File: config.mk
export PLATFORM = sky130hd
export DESIGN_NAME = voxel_chunk_slot_lookup_unit_flat
export DESIGN_NICKNAME = d
export VERILOG_FILES = /design/src/sv/vcsl_pkg.sv /design/src/sv/vcsl_if.sv /design/src/sv/vcsl_split.sv /design/src/sv/vcsl_slot_tags.sv /design/src/sv/voxel_chunk_slot_lookup_unit.sv /design/src/flat_wrapper.sv
export SDC_FILE = /design/constraint.sdc
export NUM_CORES = 2
export LEC_CHECK = 0
export BUFFER_PORTS_ARGS = -buffer_cell sky130_fd_sc_hd__clkbuf_2
export CELL_PAD_IN_SITES_DETAIL_PLACEMENT = 2
export CELL_PAD_IN_SITES_GLOBAL_PLACEMENT = 2
export CORE_MARGIN = 3
export CORE_UTILIZATION = 35
export DETAILED_ROUTE_END_ITERATION = 8
export PLACE_DENSITY_LB_ADDON = 0.25
export SKIP_CTS_REPAIR_TIMING = 1
export SLEW_MARGIN = 10
export SYNTH_ARGS = -nofsm -noshare
export SYNTH_HDL_FRONTEND = slang
export SYNTH_SLANG_ARGS = --single-unit
File: constraint.sdc
create_clock -name clk -period 20.4 [get_ports clk]
set_input_delay 2.04 -clock clk [delete_from_list [all_inputs] [get_ports clk]]
set_output_delay 2.04 -clock clk [all_outputs]
set_load 0.005 [all_outputs]
File: src/sv/vcsl_pkg.sv
// ----------------------------------------------------------------------------
// vcsl_pkg: shared types and constants for the voxel chunk slot lookup
// Slot geometry, key layout, configuration register codes and the structs
// that travel between the address split and the slot tag store.
// ----------------------------------------------------------------------------
package vcsl_pkg;

	localparam int SLOT_COUNT = 16;
	localparam int SLOT_BITS  = $clog2(SLOT_COUNT);
	localparam int INDEX_BITS = 21;
	localparam int KEY_W      = 3 * INDEX_BITS;

	localparam int COORD_W    = 22;
	localparam int DIM_W      = 21;
	localparam int SHIFT_W    = 4;
	localparam int OFFSET_W   = 24;
	localparam int CFG_IDX_W  = 3;
	localparam int CFG_DATA_W = 21;

	// Largest chunk shift per axis; larger register values saturate here
	localparam logic [SHIFT_W-1:0] MAX_SHIFT = 4'd8;

	typedef enum logic [CFG_IDX_W-1:0] {
		REG_VOLUME_DEPTH  = 3'd0,
		REG_VOLUME_HEIGHT = 3'd1,
		REG_VOLUME_WIDTH  = 3'd2,
		REG_CHUNK_SHIFT_Z = 3'd3,
		REG_CHUNK_SHIFT_Y = 3'd4,
		REG_CHUNK_SHIFT_X = 3'd5
	} cfg_reg_t;

	typedef struct packed {
		logic [DIM_W-1:0]   volume_depth;
		logic [DIM_W-1:0]   volume_height;
		logic [DIM_W-1:0]   volume_width;
		logic [SHIFT_W-1:0] chunk_shift_z;
		logic [SHIFT_W-1:0] chunk_shift_y;
		logic [SHIFT_W-1:0] chunk_shift_x;
	} cfg_t;

	typedef struct packed {
		logic                out_of_range;
		logic [DIM_W-1:0]    chunk_z;
		logic [DIM_W-1:0]    chunk_y;
		logic [DIM_W-1:0]    chunk_x;
		logic [OFFSET_W-1:0] offset;
	} split_t;

	typedef struct packed {
		logic                 hit;
		logic [SLOT_BITS-1:0] slot;
	} lookup_t;

endpackage

File: src/sv/vcsl_if.sv
// ----------------------------------------------------------------------------
// vcsl_if: coordinate and result channels
// Valid/ready channels; a beat moves at a clock edge with valid and ready high.
// ----------------------------------------------------------------------------
interface vcsl_coord_if
	import vcsl_pkg::*;
();
	logic                      valid;
	logic                      ready;
	logic signed [COORD_W-1:0] coord_z;
	logic signed [COORD_W-1:0] coord_y;
	logic signed [COORD_W-1:0] coord_x;

	modport source (output valid, output coord_z, output coord_y, output coord_x,
		input ready);
	modport sink (input valid, input coord_z, input coord_y, input coord_x,
		output ready);
endinterface

interface vcsl_result_if
	import vcsl_pkg::*;
();
	logic                 valid;
	logic                 ready;
	logic                 out_of_range;
	logic                 hit;
	logic [SLOT_BITS-1:0] slot_index;
	logic [DIM_W-1:0]     fetch_chunk_z;
	logic [DIM_W-1:0]     fetch_chunk_y;
	logic [DIM_W-1:0]     fetch_chunk_x;
	logic [OFFSET_W-1:0]  offset_in_chunk;

	modport source (output valid, output out_of_range, output hit, output slot_index,
		output fetch_chunk_z, output fetch_chunk_y, output fetch_chunk_x,
		output offset_in_chunk, input ready);
	modport sink (input valid, input out_of_range, input hit, input slot_index,
		input fetch_chunk_z, input fetch_chunk_y, input fetch_chunk_x,
		input offset_in_chunk, output ready);
endinterface

File: src/sv/vcsl_split.sv
// ----------------------------------------------------------------------------
// vcsl_split: volume bounds check and chunk address split
// Flags coordinates outside the volume and splits the rest into per-axis
// chunk indices and a z-major linear offset inside the chunk.
// ----------------------------------------------------------------------------
module vcsl_split
	import vcsl_pkg::*;
(
	input  logic signed [COORD_W-1:0] coord_z,
	input  logic signed [COORD_W-1:0] coord_y,
	input  logic signed [COORD_W-1:0] coord_x,
	input  cfg_t                      cfg,
	output split_t                    split
);

	logic [SHIFT_W-1:0] sz, sy, sx;
	logic [DIM_W-1:0]   uz, uy, ux;
	logic [7:0]         mz, my, mx;
	logic [OFFSET_W-1:0] part_z, part_y, part_x;
	logic [SHIFT_W:0]   shift_yx;

	// Saturate chunk shifts
	assign sz = (cfg.chunk_shift_z > MAX_SHIFT) ? MAX_SHIFT : cfg.chunk_shift_z;
	assign sy = (cfg.chunk_shift_y > MAX_SHIFT) ? MAX_SHIFT : cfg.chunk_shift_y;
	assign sx = (cfg.chunk_shift_x > MAX_SHIFT) ? MAX_SHIFT : cfg.chunk_shift_x;

	assign uz = coord_z[DIM_W-1:0];
	assign uy = coord_y[DIM_W-1:0];
	assign ux = coord_x[DIM_W-1:0];

	// Bounds: negative or not below the volume size on any axis
	assign split.out_of_range = coord_z[COORD_W-1] | coord_y[COORD_W-1] |
		coord_x[COORD_W-1] | (uz >= cfg.volume_depth) |
		(uy >= cfg.volume_height) | (ux >= cfg.volume_width);

	// Chunk indices
	assign split.chunk_z = uz >> sz;
	assign split.chunk_y = uy >> sy;
	assign split.chunk_x = ux >> sx;

	// Low-bit masks, at most eight bits per axis
	assign mz = 8'((9'd1 << sz) - 9'd1);
	assign my = 8'((9'd1 << sy) - 9'd1);
	assign mx = 8'((9'd1 << sx) - 9'd1);

	// Pack the in-chunk offset, z-major
	assign shift_yx = {1'b0, sy} + {1'b0, sx};
	assign part_z   = OFFSET_W'(uz[7:0] & mz) << shift_yx;
	assign part_y   = OFFSET_W'(uy[7:0] & my) << sx;
	assign part_x   = OFFSET_W'(ux[7:0] & mx);
	assign split.offset = part_z | part_y | part_x;

endmodule

File: src/sv/vcsl_slot_tags.sv
// ----------------------------------------------------------------------------
// vcsl_slot_tags: fully associative slot tag store
// Parallel compare of one key against every valid slot; on update, mark the
// hit slot most recent or replace the slot after the most recent one.
// ----------------------------------------------------------------------------
module vcsl_slot_tags
	import vcsl_pkg::*;
(
	input  logic             clk,
	input  logic             arst_n,
	input  logic [KEY_W-1:0] key,
	input  logic             update,
	output lookup_t          lookup
);

	logic [KEY_W-1:0]     slot_tag_q [SLOT_COUNT];
	logic [SLOT_COUNT-1:0] slot_valid_q;
	logic [SLOT_BITS-1:0] recent_q;
	logic [SLOT_COUNT-1:0] match;
	logic [SLOT_BITS-1:0] hit_slot;
	logic [SLOT_BITS-1:0] victim;

	// Compare against every slot
	always_comb begin
		for (int i = 0; i < SLOT_COUNT; i++) begin
			match[i] = slot_valid_q[i] && (slot_tag_q[i] == key);
		end
	end

	// Lowest matching slot wins
	always_comb begin
		hit_slot = '0;
		for (int i = SLOT_COUNT - 1; i >= 0; i--) begin
			if (match[i]) begin
				hit_slot = SLOT_BITS'(i);
			end
		end
	end

	// Round robin after the most recent slot
	assign victim = (recent_q == SLOT_BITS'(SLOT_COUNT - 1)) ? '0 :
		recent_q + SLOT_BITS'(1);

	assign lookup.hit  = |match;
	assign lookup.slot = lookup.hit ? hit_slot : victim;

	// Track recent slot and valid bits
	always_ff @(posedge clk or negedge arst_n) begin
		if (!arst_n) begin
			recent_q     <= '0;
			slot_valid_q <= '0;
		end else if (update) begin
			recent_q <= lookup.slot;
			if (!lookup.hit) begin
				slot_valid_q[victim] <= 1'b1;
			end
		end
	end

	// Write the key into the replaced slot
	always_ff @(posedge clk) begin
		if (update && !lookup.hit) begin
			slot_tag_q[victim] <= key;
		end
	end

`ifndef SYNTHESIS
	a_single_match: assert property (@(posedge clk) disable iff (!arst_n)
		$onehot0(match))
		else $error("more than one slot holds the same key");

	a_recent_follows: assert property (@(posedge clk) disable iff (!arst_n)
		update |=> recent_q == $past(lookup.slot))
		else $error("recent slot not updated to the looked-up slot");

	a_miss_fills: assert property (@(posedge clk) disable iff (!arst_n)
		(update && !lookup.hit) |=> slot_valid_q[$past(victim)])
		else $error("replaced slot not marked valid");

	a_hit_keeps_valid: assert property (@(posedge clk) disable iff (!arst_n)
		(update && lookup.hit) |=> slot_valid_q == $past(slot_valid_q))
		else $error("valid bits changed on a hit");
`endif

endmodule

File: src/sv/voxel_chunk_slot_lookup_unit.sv
// ----------------------------------------------------------------------------
// voxel_chunk_slot_lookup_unit: voxel coordinate to chunk slot lookup
// Bounds check, chunk split and 16-way associative slot lookup with
// round-robin-after-most-recent replacement.
//
//   channel   dir  payload                                        beat on
//   coord     in   coord_z, coord_y, coord_x                      valid & ready
//   result    out  out_of_range, hit, slot_index, fetch_chunk_*,  valid & ready
//                  offset_in_chunk
//   cfg       in   cfg_index, cfg_data                            cfg_we
//
// One beat per cycle sustained while result.ready is high; a coord beat
// passes through an input register, then the split and tag compare into the
// result register. Slot state updates as an in-range item enters the result
// register, so the next item sees it. A stalled result holds both stages;
// coord.ready drops only when both are full. Reset clears valid bits and
// recent slot and loads the configuration defaults at once; no clearing pass.
// ----------------------------------------------------------------------------
module voxel_chunk_slot_lookup_unit
	import vcsl_pkg::*;
(
	input  logic                  clk,
	input  logic                  arst_n,
	input  logic                  cfg_we,
	input  logic [CFG_IDX_W-1:0]  cfg_index,
	input  logic [CFG_DATA_W-1:0] cfg_data,
	vcsl_coord_if.sink            coord,
	vcsl_result_if.source         result
);

	cfg_t   cfg_q;
	split_t split;
	lookup_t lookup;

	logic                      v_s1;
	logic signed [COORD_W-1:0] coord_z_s1, coord_y_s1, coord_x_s1;
	logic                      v_s2;
	logic                      advance;
	logic                      update;
	logic [KEY_W-1:0]          key;

	// Configuration registers
	always_ff @(posedge clk or negedge arst_n) begin
		if (!arst_n) begin
			cfg_q.volume_depth  <= '1;
			cfg_q.volume_height <= '1;
			cfg_q.volume_width  <= '1;
			cfg_q.chunk_shift_z <= SHIFT_W'(6);
			cfg_q.chunk_shift_y <= SHIFT_W'(6);
			cfg_q.chunk_shift_x <= SHIFT_W'(6);
		end else if (cfg_we) begin
			case (cfg_index)
				REG_VOLUME_DEPTH:  cfg_q.volume_depth  <= cfg_data[DIM_W-1:0];
				REG_VOLUME_HEIGHT: cfg_q.volume_height <= cfg_data[DIM_W-1:0];
				REG_VOLUME_WIDTH:  cfg_q.volume_width  <= cfg_data[DIM_W-1:0];
				REG_CHUNK_SHIFT_Z: cfg_q.chunk_shift_z <= cfg_data[SHIFT_W-1:0];
				REG_CHUNK_SHIFT_Y: cfg_q.chunk_shift_y <= cfg_data[SHIFT_W-1:0];
				REG_CHUNK_SHIFT_X: cfg_q.chunk_shift_x <= cfg_data[SHIFT_W-1:0];
				default: ;
			endcase
		end
	end

	// Pipeline handshake
	assign advance     = v_s1 && (!v_s2 || result.ready);
	assign coord.ready = !v_s1 || advance;
	assign update      = advance && !split.out_of_range;

	// Stage 1: capture the coordinate beat
	always_ff @(posedge clk or negedge arst_n) begin
		if (!arst_n) begin
			v_s1 <= 1'b0;
		end else if (coord.ready) begin
			v_s1 <= coord.valid;
		end
	end

	always_ff @(posedge clk) begin
		if (coord.valid && coord.ready) begin
			coord_z_s1 <= coord.coord_z;
			coord_y_s1 <= coord.coord_y;
			coord_x_s1 <= coord.coord_x;
		end
	end

	vcsl_split u_split (
		.coord_z (coord_z_s1),
		.coord_y (coord_y_s1),
		.coord_x (coord_x_s1),
		.cfg     (cfg_q),
		.split   (split)
	);

	// Pack the chunk key, each index masked to the key field width
	assign key = {split.chunk_z[INDEX_BITS-1:0], split.chunk_y[INDEX_BITS-1:0],
		split.chunk_x[INDEX_BITS-1:0]};

	vcsl_slot_tags u_slot_tags (
		.clk    (clk),
		.arst_n (arst_n),
		.key    (key),
		.update (update),
		.lookup (lookup)
	);

	// Stage 2: result register
	always_ff @(posedge clk or negedge arst_n) begin
		if (!arst_n) begin
			v_s2 <= 1'b0;
		end else if (!v_s2 || result.ready) begin
			v_s2 <= v_s1;
		end
	end

	always_ff @(posedge clk) begin
		if (advance) begin
			if (split.out_of_range) begin
				result.out_of_range    <= 1'b1;
				result.hit             <= 1'b0;
				result.slot_index      <= '0;
				result.fetch_chunk_z   <= '0;
				result.fetch_chunk_y   <= '0;
				result.fetch_chunk_x   <= '0;
				result.offset_in_chunk <= '0;
			end else begin
				result.out_of_range    <= 1'b0;
				result.hit             <= lookup.hit;
				result.slot_index      <= lookup.slot;
				result.fetch_chunk_z   <= lookup.hit ? '0 : split.chunk_z;
				result.fetch_chunk_y   <= lookup.hit ? '0 : split.chunk_y;
				result.fetch_chunk_x   <= lookup.hit ? '0 : split.chunk_x;
				result.offset_in_chunk <= split.offset;
			end
		end
	end

	assign result.valid = v_s2;

endmodule
File: src/flat_wrapper.sv
// flat-port wrapper written by rule: the top's interface ports become plain ports
module voxel_chunk_slot_lookup_unit_flat import vcsl_pkg::*;
  (clk, arst_n, cfg_we, cfg_index, cfg_data, coord_valid, coord_coord_z, coord_coord_y, coord_coord_x, coord_ready, result_valid, result_out_of_range, result_hit, result_slot_index, result_fetch_chunk_z, result_fetch_chunk_y, result_fetch_chunk_x, result_offset_in_chunk, result_ready);
  vcsl_coord_if coord_i ();
  vcsl_result_if result_i ();
  input  logic clk;
  input  logic arst_n;
  input  logic cfg_we;
  input  logic [CFG_IDX_W-1:0] cfg_index;
  input  logic [CFG_DATA_W-1:0] cfg_data;
  input wire logic [$bits(coord_i.valid)-1:0] coord_valid;
  input wire logic [$bits(coord_i.coord_z)-1:0] coord_coord_z;
  input wire logic [$bits(coord_i.coord_y)-1:0] coord_coord_y;
  input wire logic [$bits(coord_i.coord_x)-1:0] coord_coord_x;
  output wire logic [$bits(coord_i.ready)-1:0] coord_ready;
  output wire logic [$bits(result_i.valid)-1:0] result_valid;
  output wire logic [$bits(result_i.out_of_range)-1:0] result_out_of_range;
  output wire logic [$bits(result_i.hit)-1:0] result_hit;
  output wire logic [$bits(result_i.slot_index)-1:0] result_slot_index;
  output wire logic [$bits(result_i.fetch_chunk_z)-1:0] result_fetch_chunk_z;
  output wire logic [$bits(result_i.fetch_chunk_y)-1:0] result_fetch_chunk_y;
  output wire logic [$bits(result_i.fetch_chunk_x)-1:0] result_fetch_chunk_x;
  output wire logic [$bits(result_i.offset_in_chunk)-1:0] result_offset_in_chunk;
  input wire logic [$bits(result_i.ready)-1:0] result_ready;
  assign coord_i.valid = coord_valid;
  assign coord_i.coord_z = coord_coord_z;
  assign coord_i.coord_y = coord_coord_y;
  assign coord_i.coord_x = coord_coord_x;
  assign coord_ready = coord_i.ready;
  assign result_valid = result_i.valid;
  assign result_out_of_range = result_i.out_of_range;
  assign result_hit = result_i.hit;
  assign result_slot_index = result_i.slot_index;
  assign result_fetch_chunk_z = result_i.fetch_chunk_z;
  assign result_fetch_chunk_y = result_i.fetch_chunk_y;
  assign result_fetch_chunk_x = result_i.fetch_chunk_x;
  assign result_offset_in_chunk = result_i.offset_in_chunk;
  assign result_i.ready = result_ready;
  voxel_chunk_slot_lookup_unit u_core (.clk(clk), .arst_n(arst_n), .cfg_we(cfg_we), .cfg_index(cfg_index), .cfg_data(cfg_data), .coord(coord_i), .result(result_i));
endmodule
* Word-level counts from Yosys, hierarchy flattened *
Memory sizes are Yosys's and may differ from the RTL's.
Index checks and enable logic that the tools add are counted.

word-level totals
  register bits after elaboration = 256
  logic and storage cells = 139
  RAM bits = 1008
  memories kept = 1
  output and inout port bits = 95
  input port bits = 95

cells by class
  shifts and indexed selects = 8
  $add $sub $neg = 5
  equality and inequality tests = 22
  order comparisons = 8
  multiplexer cells = 26
  bitwise logic cells = 12
  reductions and logical operators = 37

memories
  name                           depth  width  rd ports  clocked after memory_dff  wr ports  line                  text
  u_core.u_slot_tags.slot_tag_q  16     63     16        0                         1         vcsl_slot_tags.sv:16  logic [KEY_W-1:0] slot_tag_q [SLOT_COUNT];

operators with widths
  kind                 number
  $eq 63x63->1         16
  $mux 4               21
  $ge 21x21->1         3
  $shr 21x4->21        3
  $and 8x8->8          3
  $or 24x24->24        1
  $or 24x8->24         1
  $shl 1x4->8 const A  3
  $shl 8x4->24         1
  $shl 8x5->24         1
  $sub 8x1->8 const B  3
  $logic_and 1x1->1    21
  $reduce_or 17->1     1
  $or 16x16->16        1
  $reduce_or 16->1     1
  $reduce_and 2->1     7
  $gt 4x4->1 const B   3
  $eq 3x2->1 const B   2
  $eq 3x3->1 const B   2
  $add 4x4->5          1
  $lt 4x5->1 const B   1
  $or 1x1->1           5
  $add 4x1->4 const B  1
  $demux 1 s4          1
  8 further kinds      15

* Logic depth before layout (Yosys ltp) *
  depth in word-level cells = 22
  gate-level depth with buffers = 20
  mapped depth without buffers = 15

* By module *
A second synthesis with hierarchy kept.

unflattened totals
  cells, all modules = 4860
  area total of the unflattened synthesis = 62940.4 µm²

modules (own cells, without submodules)
  module                        cells an instance  seq. area each (µm²)  area an instance (µm²)  times used
  vcsl_slot_tags                3574               30769.5               48594.1                 1
  voxel_chunk_slot_lookup_unit  433                6787.8                8597.0                  1
  vcsl_split                    853                0.0                   5749.3                  1

* Least setup slack after synthesis *
Ideal clock, no wire load.

  path kind = input-to-reg
  start = input result_ready
  end = memory u_core.u_slot_tags.slot_tag_q[15][0] (netlist bit), enable pin
  required time = 19758 ps
  arrival = 11687 ps
  library setup time = 642 ps
  slack = 8071 ps
  stages on the path = 5
  path buffers = 1
  cells stage by stage = nand2b_1 and2_1 clkbuf_1 nand2_1 nor4_1

on the way
  word-level cells in the longest chain between the ends = 6

ends and longest elaborated chain
  item                          line                                text
  from (decl)                   flat_wrapper.sv:24                  input wire logic [$bits(result_i.ready)-1:0] result_ready;
  $logic_or 1x1->1              voxel_chunk_slot_lookup_unit.sv:65  assign advance = v_s1 && (!v_s2 || result.ready);
  $logic_and 1x1->1             voxel_chunk_slot_lookup_unit.sv:65
  net u_core.advance            voxel_chunk_slot_lookup_unit.sv:38  logic advance;
  $logic_and 1x1->1             voxel_chunk_slot_lookup_unit.sv:67  assign update = advance && !split.out_of_range;
  $logic_and 1x1->1             vcsl_slot_tags.sv:62                if (update && !lookup.hit) begin
  $mux 1                        vcsl_slot_tags.sv:62
  $mux 1 (implied by the code)  vcsl_slot_tags.sv:63                slot_tag_q[victim] <= key;
  to (decl)                     vcsl_slot_tags.sv:16

The timed path passes the listed nets, and every way through them passes these cells.

==> results.txt <==
----------------------------------------------------
[Timing]
  Time the worst path needs with I/O delays and setup ... 8230 ps
  Max Clock Freq ... 0.121 GHz
  Post-Route Setup TNS ... 0 ps
  Rel. slew slack ... 0.0280
  # setup viols final ... 0
  RSZ-0062 raised after global routing ... false
  Skew final ... 44.1 ps
  Transition time of the tightest slew-check pin ... 1440 ps
  Final cycle utilization of the critical path ... 0.403
  Max Slew Vio Count ... 0
  Final hold vios ... 0

[Logic synthesis]
  Most common flop cell mapped by yosys ... sky130_fd_sc_hd__edfxtp_1
  Cell with the most instances after synthesis ... sky130_fd_sc_hd__edfxtp_1
  FFs w/ async S/R, synth ... 0.0767
  Netlist area before placement ... 64000 um2
  Synthesized area divided by synthesized cell count ... 12.4 um2
  Share of Yosys cell area claimed by the top area cell type ... 0.548
  Post-synthesis cell count ... 5170
  Post-synthesis register bit count ... 1264
  Unique masters post-synth ... 109
  Leading post-synthesis cells by instance count ... 1167 x sky130_fd_sc_hd__edfxtp_1, 401 x sky130_fd_sc_hd__xor2_1, 374 x sky130_fd_sc_hd__xnor2_1
  Synthesized netlist net count ... 5340
  Yosys warnings ... 0
  Yosys top cell by area ... sky130_fd_sc_hd__edfxtp_1
  Sequential-to-total area share from yosys stat ... 0.587
  Number of enable-type register cells in the synthesized netlist ... 1167
  Cell types with the largest area share after synthesis ... sky130_fd_sc_hd__edfxtp_1 55%, sky130_fd_sc_hd__xor2_1 5.5%, sky130_fd_sc_hd__xnor2_1 5.1%, sky130_fd_sc_hd__dfstp_2 2.8%, sky130_fd_sc_hd__nand4_1 2.1%

[Place]
  Count of port buffers added during placement ... 189
  Area after detailed placement ... 68900 um2
  Placer Congestion ... 1.03
  Number of cells in the design after placement ... 7716
  HPWL reported at the end of detailed placement ... 254000 um

[Global route]
  Vias in the first global route ... 52600
  GRT Overall Usage ... 0.370
  Residual overflow from global routing ... 0
  Wire length of the first global-routing pass ... 469000 um
  Antenna violations before repair ... 53
  Maximum number of pins on one net before global-route repair ... 67

[Power and ir drop]
  Net switching power ... 4.03 mW
  Power per Cell Area ... 129 nW/um2
  Switching Fraction ... 0.422
  Share of total power in the clock network ... 0.292
  Worst voltage drop across the vdd grid ... 0.0770 mV
  Sequential Power Share ... 0.333
  Static leakage ... 25.1 nW
  Part of the power in combinational logic ... 0.375
  Overall Power ... 9.56 mW
  Power Internal ... 5.53 mW

[Route]
  Average vias per placed instance ... 6.51
  Total vias in the final route ... 52100
  Routed wire per std cell ... 44.3 um
  Aggregate routed wire length ... 354000 um
  Final routed DRC violation total ... 0
  Post-route ant nets ... 0
  Number of violations reported at the end of detailed-routing iteration 0 ... 7018
  Number of detailed-route iterations in the first pass ... 6

[Final layout]
  Final nets ... 5668
  Post-Layout Cell Count ... 8008
  Area growth from synthesis to layout ... 15.6%
  Area used by multi-input combinational logic ... 25000 um2
  Share of layout cells above drive strength 1 ... 0.168
  Area taken by flip-flops and latches ... 37600 um2
  Final core area utilization ... 0.408
  Final design instance area without fill ... 73900 um2
  Filler cells ... 18400

[Critical path]
  Maximum fanout along the worst path ... 57
  Category of the critical setup timing path ... register to register
  Ordered cell list for the critical path ... or3b_1 > o22ai_1 > a21oi_1 > buf_4 > nand2_1 > inv_2 > nor2_1 > o2111a_1 > nand4_1 > nor4_1 > nor3_1 > nand4b_4 > buf_4 > or3_1 > nor2_4 > buf_4
  Required time of the critical path ... 20840 ps
  Endpoint class of the critical path ... register
  Delay contributed by the slowest stage of the critical path ... 1120 ps
  Critical-path top delay cell ... sky130_fd_sc_hd__dfstp_2
  WP data arrival ... 8670 ps
  Worst Path Buf+Inv ... 4
  Cell seen most often among critical-path stages ... sky130_fd_sc_hd__buf_4
  Worst Setup Start Kind ... register
  Worst path top cell family by delay ... simple AND/OR/NAND/NOR gates

[Clock network]
  Number of H-tree levels ... 4
  CTS clock-pin slew for the worst setup and hold paths ... 60 ps
  Clock latency of the later-clocked register in the worst-skew pair ... 830 ps
  Number of buffers between clock root and the deepest sink ... 3
  Root Buffer ... sky130_fd_sc_hd__clkbuf_16
  Total clock sinks ... 1264
  Number of CTS-inserted buffers ... 149
  Clock tree from TritonCTS ... done

[Floorplanning]
  Top-level port count ... 190
  Area of the die ... 188000 um2
  Number of cell rows ... 156
  Initial Utilization ... 0.353
  Die boundary height ... 433 um
  Core Area ... 181000 um2
  Horizontal die dimension ... 433 um

[Run status]
  Outcome ... completed

[Flow run]
  Max-capacitance violation count ... 0

[Min path]
  Tightest Hold Check Type ... register to register

----------------------------------------------------
-- power groups by stage --
stage | clock (mW) | combinational, mW | sequential, mW
after global routing | 2.90 | 3.61 | 3.19
final | 2.79 | 3.58 | 3.18
after floorplan | 0 | 1.63 | 3.18
after global placement | 0 | 3.37 | 3.23
after CTS | 2.81 | 3.45 | 3.18
after detailed placement | 0 | 3.43 | 3.23
-- worst paths after layout --
check / startpoint / to / slack, ps / depth (start not counted)
max: u_core.cfg_q[1] / u_core.u_slot_tags.slot_tag_q[3][54] / 12170 / 16
max reg2reg: u_core.cfg_q[1] / u_core.u_slot_tags.slot_tag_q[3][54] / 12170 / 16
min: u_core.u_slot_tags.slot_valid_q[0] / u_core.u_slot_tags.slot_valid_q[0] / 470 / 1
min reg2reg: u_core.u_slot_tags.slot_valid_q[0] / u_core.u_slot_tags.slot_valid_q[0] / 470 / 1
max in group asynchronous: arst_n / u_core.cfg_q[4] / 17650 / 2
min in group asynchronous: arst_n / u_core.result.valid / 1280 / 1
-- per-layer routing --
layer,GRT usage,wire (um),vias up
li1,-,-,20500
met1,0.458,135000,27700
met2,0.571,158000,3092
met3,0.0731,30100,878
met4,0.281,31800,6
met5,0,41,-
-- through the flow --
step | setup WS, ps | hold slack (ps)
2_1_floorplan | 8070 | 424
3_3_place_gp | 11780 | 443
3_5_place_dp | 12450 | 454
4_1_cts | 12430 | 468
5_1_grt | 12070 | 486
6_report | 12170 | 474
-- cell usage in the layout (no fill, tap or decap), types with 69 or more instances in the layout --
| cell type | count |
|---|---|
| sky130_fd_sc_hd__nand3_1 | 93 |
| sky130_fd_sc_hd__a21oi_1 | 136 |
| sky130_fd_sc_hd__inv_1 | 141 |
| sky130_fd_sc_hd__clkbuf_2 | 188 |
| sky130_fd_sc_hd__nor4_1 | 189 |
| sky130_fd_sc_hd__clkbuf_16 | 152 |
| sky130_fd_sc_hd__nand4_1 | 212 |
| sky130_fd_sc_hd__buf_4 | 237 |
| sky130_fd_sc_hd__xor2_1 | 400 |
| sky130_fd_sc_hd__edfxtp_1 | 1167 |
| sky130_fd_sc_hd__and3_1 | 85 |
| sky130_fd_sc_hd__dfstp_2 | 69 |
| sky130_fd_sc_hd__nand2_1 | 217 |
| sky130_fd_sc_hd__or3_1 | 74 |
| sky130_fd_sc_hd__xnor2_1 | 373 |
| sky130_fd_sc_hd__nor3_1 | 115 |
| sky130_fd_sc_hd__nor2_1 | 262 |
| sky130_fd_sc_hd__ha_1 | 74 |
| sky130_fd_sc_hd__o21ai_0 | 193 |
-- state kept, by name, summed over array words and instances, names as in the netlist --
register / flops
u_core.u_slot_tags.slot_tag_q: 1008
u_core.result.fetch_chunk_x: 21
u_core.result.out_of_range: 1
u_core.result.hit: 1
u_core.u_slot_tags.recent_q: 4
u_core.cfg_q: 75
u_core.result.valid: 1
u_core.result.offset_in_chunk: 24
u_core.u_slot_tags.slot_valid_q: 16
u_core.coord_y_s1: 22
u_core.coord_x_s1: 22
u_core.coord_z_s1: 22
u_core.v_s1: 1
u_core.result.fetch_chunk_z: 21
u_core.result.fetch_chunk_y: 21
u_core.result.slot_index: 4
-- kinds of logic (layout without fill, tap and decap cells) --
logic type               Yosys count  in the layout  share of synthesized area
multiplexers                     122            122                     0.0215
AND/OR/NAND/NOR                 1660           1660                      0.148
flip-flops                      1264           1264                      0.587
XOR/XNOR                         775            775                      0.106
AO/OA/AOI/OAI                    857            857                     0.0934
buffers and inverters            417            863                     0.0292
other                              0             22                          0
adder cells (fa/ha/maj)           75             75                     0.0148
-- cell type report --
| type | count | area share |
|---|---|---|
| Tap cell | 2370 | 0.0401 |
| Inverter | 167 | 0.00848 |
| Clock buffer | 190 | 0.0546 |
| Sequential cell | 1264 | 0.508 |
| Clock inverter | 79 | 0.0127 |
| Timing Repair Buffer | 427 | 0.0372 |
| Multi-Input combinational cell | 3489 | 0.338 |
| Antenna cell | 22 | 0.000745 |
-- worst register-to-register path: stages (launching register included) --
cell                       delay [ps]
sky130_fd_sc_hd__dfstp_2         1120
sky130_fd_sc_hd__or3b_1           400
sky130_fd_sc_hd__o22ai_1          350
sky130_fd_sc_hd__a21oi_1          240
sky130_fd_sc_hd__buf_4            370
sky130_fd_sc_hd__nand2_1          650
sky130_fd_sc_hd__inv_2            910
sky130_fd_sc_hd__nor2_1           180
sky130_fd_sc_hd__o2111a_1         300
sky130_fd_sc_hd__nand4_1          100
sky130_fd_sc_hd__nor4_1           100
sky130_fd_sc_hd__nor3_1           730
sky130_fd_sc_hd__nand4b_4         260
sky130_fd_sc_hd__buf_4            440
sky130_fd_sc_hd__or3_1            660
sky130_fd_sc_hd__nor2_4           270
sky130_fd_sc_hd__buf_4            690
No activity file was read; power rests on OpenSTA's default activity.
